[src/rtl/mrwc_pkg.sv]
// Package with shared types and constants for the Miller-Rabin witness check.
package mrwc_pkg;
  localparam int WORD_BITS_DEF = 64;

  localparam logic [2:0] VERDICT_NO_WITNESS = 3'd0;
  localparam logic [2:0] VERDICT_ROOT       = 3'd1;
  localparam logic [2:0] VERDICT_FERMAT     = 3'd2;
  localparam logic [2:0] VERDICT_TRIVIAL    = 3'd3;
  localparam logic [2:0] VERDICT_TWO        = 3'd4;
  localparam logic [2:0] VERDICT_BAD_BASE   = 3'd5;

  typedef struct packed {
    logic [63:0] candidate;
    logic [63:0] base;
  } in_item_t;

  typedef struct packed {
    logic [2:0] verdict;
    logic       probably_prime;
  } out_item_t;
endpackage

[src/rtl/mrwc_mulmod.sv]
// Bit-serial modular multiplier: one multiplier bit per cycle, double and add mod m.
module mrwc_mulmod #(
  parameter int WORD_BITS = mrwc_pkg::WORD_BITS_DEF
) (
  input  logic                 clk,
  input  logic                 rst_n,
  input  logic                 start,
  input  logic [WORD_BITS-1:0] x,
  input  logic [WORD_BITS-1:0] y,
  input  logic [WORD_BITS-1:0] m,
  output logic                 done,
  output logic [WORD_BITS-1:0] prod
);
  localparam int CW = $clog2(WORD_BITS + 1);

  logic [WORD_BITS-1:0] acc_r, acc_nxt, y_r, y_nxt, x_r, m_r;
  logic [CW-1:0]        cnt_r, cnt_nxt;
  logic                 run_r, run_nxt, done_r, done_nxt;
  logic [WORD_BITS:0]   dbl, dbl_red, sum, sum_red;

  always_comb begin
    // Doubling and adding stay below 2m, so one compare-subtract reduces each.
    dbl     = {acc_r, 1'b0};
    dbl_red = (dbl >= {1'b0, m_r}) ? dbl - {1'b0, m_r} : dbl;
    sum     = dbl_red + {1'b0, x_r};
    sum_red = (sum >= {1'b0, m_r}) ? sum - {1'b0, m_r} : sum;
    acc_nxt  = acc_r;
    y_nxt    = y_r;
    cnt_nxt  = cnt_r;
    run_nxt  = run_r;
    done_nxt = 1'b0;
    if (start) begin
      acc_nxt = '0;
      y_nxt   = y;
      cnt_nxt = CW'(WORD_BITS);
      run_nxt = 1'b1;
    end else if (run_r) begin
      acc_nxt = y_r[WORD_BITS-1] ? sum_red[WORD_BITS-1:0] : dbl_red[WORD_BITS-1:0];
      y_nxt   = {y_r[WORD_BITS-2:0], 1'b0};
      cnt_nxt = cnt_r - CW'(1);
      if (cnt_r == CW'(1)) begin
        run_nxt  = 1'b0;
        done_nxt = 1'b1;
      end
    end
  end

  always_ff @(posedge clk) begin
    if (!rst_n) begin
      run_r  <= 1'b0;
      done_r <= 1'b0;
      cnt_r  <= '0;
    end else begin
      run_r  <= run_nxt;
      done_r <= done_nxt;
      cnt_r  <= cnt_nxt;
    end
    acc_r <= acc_nxt;
    y_r   <= y_nxt;
    if (start) begin
      x_r <= x;
      m_r <= m;
    end
  end

  assign done = done_r;
  assign prod = acc_r;
endmodule

[src/rtl/miller_rabin_witness_check_top.sv]
// Top level of the Miller-Rabin witness check: one round per transfer.
// Flow: trivial cases and bad bases go from S_CHECK straight to S_DONE, which raises the
// strobe; a full round strips the factors of two of n-1 at one per cycle, then runs up to
// about 2*W modular multiplications on the bit-serial multiplier, where W is WORD_BITS.
// One item at a time: busy stays high through the result strobe cycle; the receiver cannot
// stall. Reset (rst_n low, synchronous) returns the sequencer to idle and drops the strobe.
module miller_rabin_witness_check_top #(
  parameter int WORD_BITS = mrwc_pkg::WORD_BITS_DEF
) (
  input  logic                clk,
  input  logic                rst_n,
  input  logic                start,
  output logic                busy,
  input  mrwc_pkg::in_item_t  in_item,
  output logic                out_valid,
  output mrwc_pkg::out_item_t out_item
);
  localparam int TW = $clog2(WORD_BITS + 1);

  typedef enum logic [2:0] {
    S_IDLE, S_CHECK, S_STRIP, S_POW_STEP, S_POW_MUL, S_POW_SQR, S_SQR, S_DONE
  } state_t;

  state_t               state_r;
  logic [WORD_BITS-1:0] n_r, a_r, e_r, r_r, b_r;
  logic [TW-1:0]        t_r;
  logic [2:0]           verdict_r;
  logic                 out_valid_r;
  logic                 mm_kick_r;
  logic                 mm_start;
  logic [WORD_BITS-1:0] mm_x, mm_y, mm_prod, n_m1;
  logic                 mm_done;

  assign n_m1 = n_r - WORD_BITS'(1);

  // The multiplier always squares or multiplies the working values. The operands are
  // captured in the cycle after the kick, when the state already names the operation.
  always_comb begin
    mm_x = r_r;
    mm_y = b_r;
    if (state_r == S_POW_SQR) begin
      mm_x = b_r;
      mm_y = b_r;
    end else if (state_r == S_SQR) begin
      mm_x = r_r;
      mm_y = r_r;
    end
  end

  assign mm_start = mm_kick_r;

  mrwc_mulmod #(.WORD_BITS(WORD_BITS)) u_mul (
    .clk(clk), .rst_n(rst_n), .start(mm_start), .x(mm_x), .y(mm_y), .m(n_r),
    .done(mm_done), .prod(mm_prod)
  );

  always_ff @(posedge clk) begin
    if (!rst_n) begin
      state_r     <= S_IDLE;
      out_valid_r <= 1'b0;
      mm_kick_r   <= 1'b0;
    end else begin
      out_valid_r <= 1'b0;
      mm_kick_r   <= 1'b0;
      case (state_r)
        S_IDLE: begin
          if (start && !busy) begin
            n_r     <= in_item.candidate[WORD_BITS-1:0];
            a_r     <= in_item.base[WORD_BITS-1:0];
            state_r <= S_CHECK;
          end
        end
        S_CHECK: begin
          if (n_r == WORD_BITS'(2)) begin
            verdict_r <= mrwc_pkg::VERDICT_TWO;
            state_r   <= S_DONE;
          end else if (!n_r[0] || n_r == WORD_BITS'(1)) begin
            verdict_r <= mrwc_pkg::VERDICT_TRIVIAL;
            state_r   <= S_DONE;
          end else if (a_r < WORD_BITS'(2) || a_r > n_m1) begin
            verdict_r <= mrwc_pkg::VERDICT_BAD_BASE;
            state_r   <= S_DONE;
          end else begin
            // n-1 is even here, so one factor of two comes off at once.
            e_r     <= n_m1 >> 1;
            t_r     <= TW'(1);
            r_r     <= WORD_BITS'(1);
            b_r     <= a_r;
            state_r <= S_STRIP;
          end
        end
        S_STRIP: begin
          // Strip one trailing zero per cycle until the odd part u remains.
          if (!e_r[0]) begin
            e_r <= e_r >> 1;
            t_r <= t_r + TW'(1);
          end else begin
            state_r <= S_POW_STEP;
          end
        end
        S_POW_STEP: begin
          // Square-and-multiply on u, lowest exponent bit first; once u is used up, square r instead.
          mm_kick_r <= 1'b1;
          if (e_r == '0) begin
            state_r <= S_SQR;
          end else if (e_r[0]) begin
            state_r <= S_POW_MUL;
          end else begin
            state_r <= S_POW_SQR;
          end
        end
        S_POW_MUL: begin
          if (mm_done) begin
            r_r       <= mm_prod;
            state_r   <= S_POW_SQR;
            mm_kick_r <= 1'b1;
          end
        end
        S_POW_SQR: begin
          if (mm_done) begin
            b_r     <= mm_prod;
            e_r     <= e_r >> 1;
            state_r <= S_POW_STEP;
          end
        end
        S_SQR: begin
          if (mm_done) begin
            if (mm_prod == WORD_BITS'(1) && r_r != WORD_BITS'(1) && r_r != n_m1) begin
              verdict_r <= mrwc_pkg::VERDICT_ROOT;
              state_r   <= S_DONE;
            end else if (t_r == TW'(1)) begin
              // The last square is a^(n-1); anything but 1 fails Fermat.
              verdict_r <= (mm_prod != WORD_BITS'(1)) ? mrwc_pkg::VERDICT_FERMAT
                                                      : mrwc_pkg::VERDICT_NO_WITNESS;
              state_r   <= S_DONE;
            end else begin
              r_r       <= mm_prod;
              t_r       <= t_r - TW'(1);
              mm_kick_r <= 1'b1;
            end
          end
        end
        S_DONE: begin
          out_valid_r <= 1'b1;
          state_r     <= S_IDLE;
        end
        default: state_r <= S_IDLE;
      endcase
    end
  end

  assign busy      = (state_r != S_IDLE) || out_valid_r;
  assign out_valid = out_valid_r;
  assign out_item.verdict = verdict_r;
  assign out_item.probably_prime = (verdict_r == mrwc_pkg::VERDICT_NO_WITNESS) ||
                                   (verdict_r == mrwc_pkg::VERDICT_TWO);

  // A result strobe lasts a single cycle.
  a_strobe_single: assert property (@(posedge clk) disable iff (!rst_n)
    out_valid |=> !out_valid) else $error("result strobe held");
  // Nothing is taken while a result is pending.
  a_busy_out: assert property (@(posedge clk) disable iff (!rst_n)
    out_valid |-> busy) else $error("busy low with result");
  // A verdict is always one of the six defined codes.
  a_verdict: assert property (@(posedge clk) disable iff (!rst_n)
    out_valid |-> (out_item.verdict <= mrwc_pkg::VERDICT_BAD_BASE))
    else $error("undefined verdict");
endmodule
[config.mk]
export PLATFORM = sky130hd
export DESIGN_NAME = miller_rabin_witness_check_top
export DESIGN_NICKNAME = d
export VERILOG_FILES = /design/src/rtl/mrwc_pkg.sv /design/src/rtl/mrwc_mulmod.sv /design/src/rtl/miller_rabin_witness_check_top.sv
export SDC_FILE = /design/constraint.sdc
export NUM_CORES = 2
export LEC_CHECK = 0
export ABC_AREA = 1
export BUFFER_PORTS_ARGS = -buffer_cell sky130_fd_sc_hd__buf_2
export CAP_MARGIN = 10
export CORE_MARGIN = 3
export CORE_UTILIZATION = 61
export CTS_BUF_LIST = sky130_fd_sc_hd__clkbuf_8
export DETAILED_ROUTE_END_ITERATION = 12
export GPL_TIMING_DRIVEN = 0
export PLACE_DENSITY = 0.79
export SYNTH_ARGS = -nofsm -noshare
export SYNTH_HDL_FRONTEND = slang
export SYNTH_SLANG_ARGS = --single-unit
export TNS_END_PERCENT = 5
[constraint.sdc]
create_clock -name clk -period 12.9 [get_ports clk]
set_clock_uncertainty 0.1 [all_clocks]
set_input_delay 1.29 -clock clk [delete_from_list [all_inputs] [get_ports clk]]
set_output_delay 1.29 -clock clk [all_outputs]
set_load 0.01 [all_outputs]
==> results_dict.tcl <==
set metrics [dict create \
    fin_util_pct 67.6 \
    drtPass1Iterations 8 \
    wl_per_cell_um 25.5 \
    tightest_slew_ns 1.43 \
    dp_hpwl_um 155000 \
    clock_latency_ns 0.75 \
    rsz0062_at_grt "no" \
    area_growth_pct 9.07 \
    dpl_cell_area_sq_mm 0.0468 \
    status "finished clean" \
    hold_buffers 0 \
    grt_overflow_total 0 \
    globalRouteTotalUtil_pct 47.4 \
    die_y_um 276 \
    antenna_found_initial 6 \
    synth_top_cell_area_share_pct 35.1 \
    synth_nets 6462 \
    timing.slew.headroom_pct 4.11 \
    fillers 6199 \
    synth-edff-count 521 \
    cp.arrival_ns 10.33 \
    cts.sinks 599 \
    final_cell_mix "1435 x nand2_1, 872 x inv_1, 769 x nor2_1, 587 x o21ai_0, 521 x edfxtp_1" \
    cts_buffer_depth 3 \
    drt_first_iter_violations 6662 \
    synthDistinctLibCells 61 \
    worstHoldPathCells 2 \
    path_depth 38 \
    final_layout_size_suffix_gt1_share_pct 6.55 \
    cp_top_family "simple AND/OR/NAND/NOR gates" \
    setup_viol 0 \
    final_common_cell "nand2_1" \
    design.core.area_sq_mm 0.0719 \
    crit_fanout 10 \
    cts_tree "done" \
    maxSlewViolCount 0 \
    num_rows 98 \
    gp_congestion 1.13 \
    grt_pass1_wl_um 267000 \
    synth_warnings 0 \
    cts.htree.levels 3 \
    grt_pass1_vias 42935 \
    r2r_cells 38 \
    fmax_mhz 102 \
    register_area_sq_mm 0.0172 \
    synth_area_leaders "edfxtp_1 35%, nand2_1 12%, ha_1 7.4%" \
    clockRootBuffer "clkbuf_8" \
    wirelength_um 187000 \
    cp_data_required_time_ns 13.40 \
    final_area_sq_mm 0.0486 \
    end_kind "register" \
    viasPerCell 6.23 \
    ctsResizeCount 0 \
    postSynthCellCount 6064 \
    portBuffers 135 \
    start_util_pct 62.0 \
    via_count 45763 \
    async_reset_ff_share_pct 0 \
    yosys.area.top_type "edfxtp_1" \
    worstSetupStartpointType "register" \
    cpMaxStageDelayCell "nor3_1" \
    num-nets-final 6720 \
    path_common_cell "nand2_1" \
    slowest_delay_ns 0.83 \
    yosysSeqAreaShare_pct 38.6 \
    worst-setup-path-type "register to register" \
    multiInputGateArea_sq_mm 0.0235 \
    crit_buf_inv 10 \
    fin_crit_sh_pct 76.1 \
    antenna_left 0 \
    syn-cell-area_sq_mm 0.0445 \
    postSynthAreaPerCell_sq_um 7.34 \
    grt_max_degree 76 \
    maxCapViolCount 0 \
    num_io_pins 137 \
    ys_ff_latch 599 \
    synth-main-ff-cell "edfxtp_1" \
    min_period_ns 9.82 \
    drc_errors 0 \
    numCtsBuffers 91 \
    die_w_um 276 \
    path_clk_slew_ns 0.07 \
    dieArea_sq_mm 0.0763 \
    finalHoldViolations 0 \
    holdCritPathClass "register to register" \
    post-cts-setup-buffers 0 \
]
per-layer routing:
layer  track usage (%)  part of all wire (%)  up-vias
met4              37.9                   9.9        6
met2              70.6                    42     3568
met1              57.8                    34    20565
met3              13.2                    14      787
li1                  -                     -    20837
met5                 0                 0.025        -
path summary, 6_finish.rpt:
check | startpoint | to | slack, ns
worst max-delay path | u_mul.prod[63]$_SDFFE_PP0P_ | u_mul.prod[60]$_SDFFE_PP0P_ | 3.08
worst min-delay path | u_mul.cnt_r[6]$_SDFFE_PN0P_ | u_mul.cnt_r[6]$_SDFFE_PN0P_ | 0.38
worst min register to register | u_mul.cnt_r[6]$_SDFFE_PN0P_ | u_mul.cnt_r[6]$_SDFFE_PN0P_ | 0.38
worst max register to register | u_mul.prod[63]$_SDFFE_PP0P_ | u_mul.prod[60]$_SDFFE_PP0P_ | 3.08
Yosys cell counts (26+ instances only):
cell,n
xor2_1,110
inv_1,840
nor3_1,59
nand3_1,261
ha_1,264
o21ai_0,587
o211ai_2,30
a31oi_1,35
clkbuf_1,108
o21a_1,26
o21bai_1,35
nand2_1,1435
dfxtp_1,78
o22ai_1,40
nor2_1,770
xnor2_1,61
edfxtp_1,521
nor4_1,71
a21oi_1,397
nand4_1,61
a21o_1,47
stage by stage:
stage / instances / hold WS, ns / setup TNS, ns / worst slack (ns)
finish: 7351 / 0.377 / 0 / 3.08
global route: 7349 / 0.405 / 0 / 3.09
CTS: 7348 / 0.373 / 0 / 3.74
detailed placement: 7179 / 0.363 / 0 / 3.78
global placement: 7149 / 0.354 / -426.37 / -2.30
floorplan: 6064 / 0.339 / 0 / 1.04
worst register-to-register path, delay by kind of cell, from the launching register on:
kind	cells	cell delay (ns)
simple gates	18	4.11
buf+inv	10	2.52
fa+ha+maj	2	0.79
xor+xnor	1	0.18
compound gates	7	1.60
flops	1	0.41
sequential cells by signal, summed over array words and instances (netlist names), 3 cells and up:
register and flops:
u_mul.cnt_r 7, n_r 64, u_mul.m_r 64, u_mul.y_r 64, u_mul.prod 64, b_r 64, r_r 64, verdict_r 3
u_mul.x_r 64, t_r 7, state_r 3, e_r 63, a_r 64
logic make-up after synthesis:
| group | share of synthesized area [%] |
|---|---|
| AO/OA/AOI/OAI | 16.1 |
| XOR/XNOR | 3.45 |
| adder cells (fa/ha/maj) | 7.55 |
| buffers and inverters | 8.62 |
| flip-flops | 38.6 |
| AND/OR/NAND/NOR | 25.6 |
layout make-up:
class / count / area share [%]
Antenna cell: 3 / 0.0155
Buffer: 145 / 1.36
Clock buffer: 93 / 2.64
Clock inverter: 76 / 1.04
Inverter: 847 / 6.55
Multi-Input combinational cell: 4473 / 48.4
Sequential cell: 599 / 35.4
Tap cell: 950 / 2.45
Timing Repair Buffer: 165 / 2.11
Power is left out: the tool's default activity adds up to more than one toggle a clock period on the data nets, which glitch-free logic cannot reach.
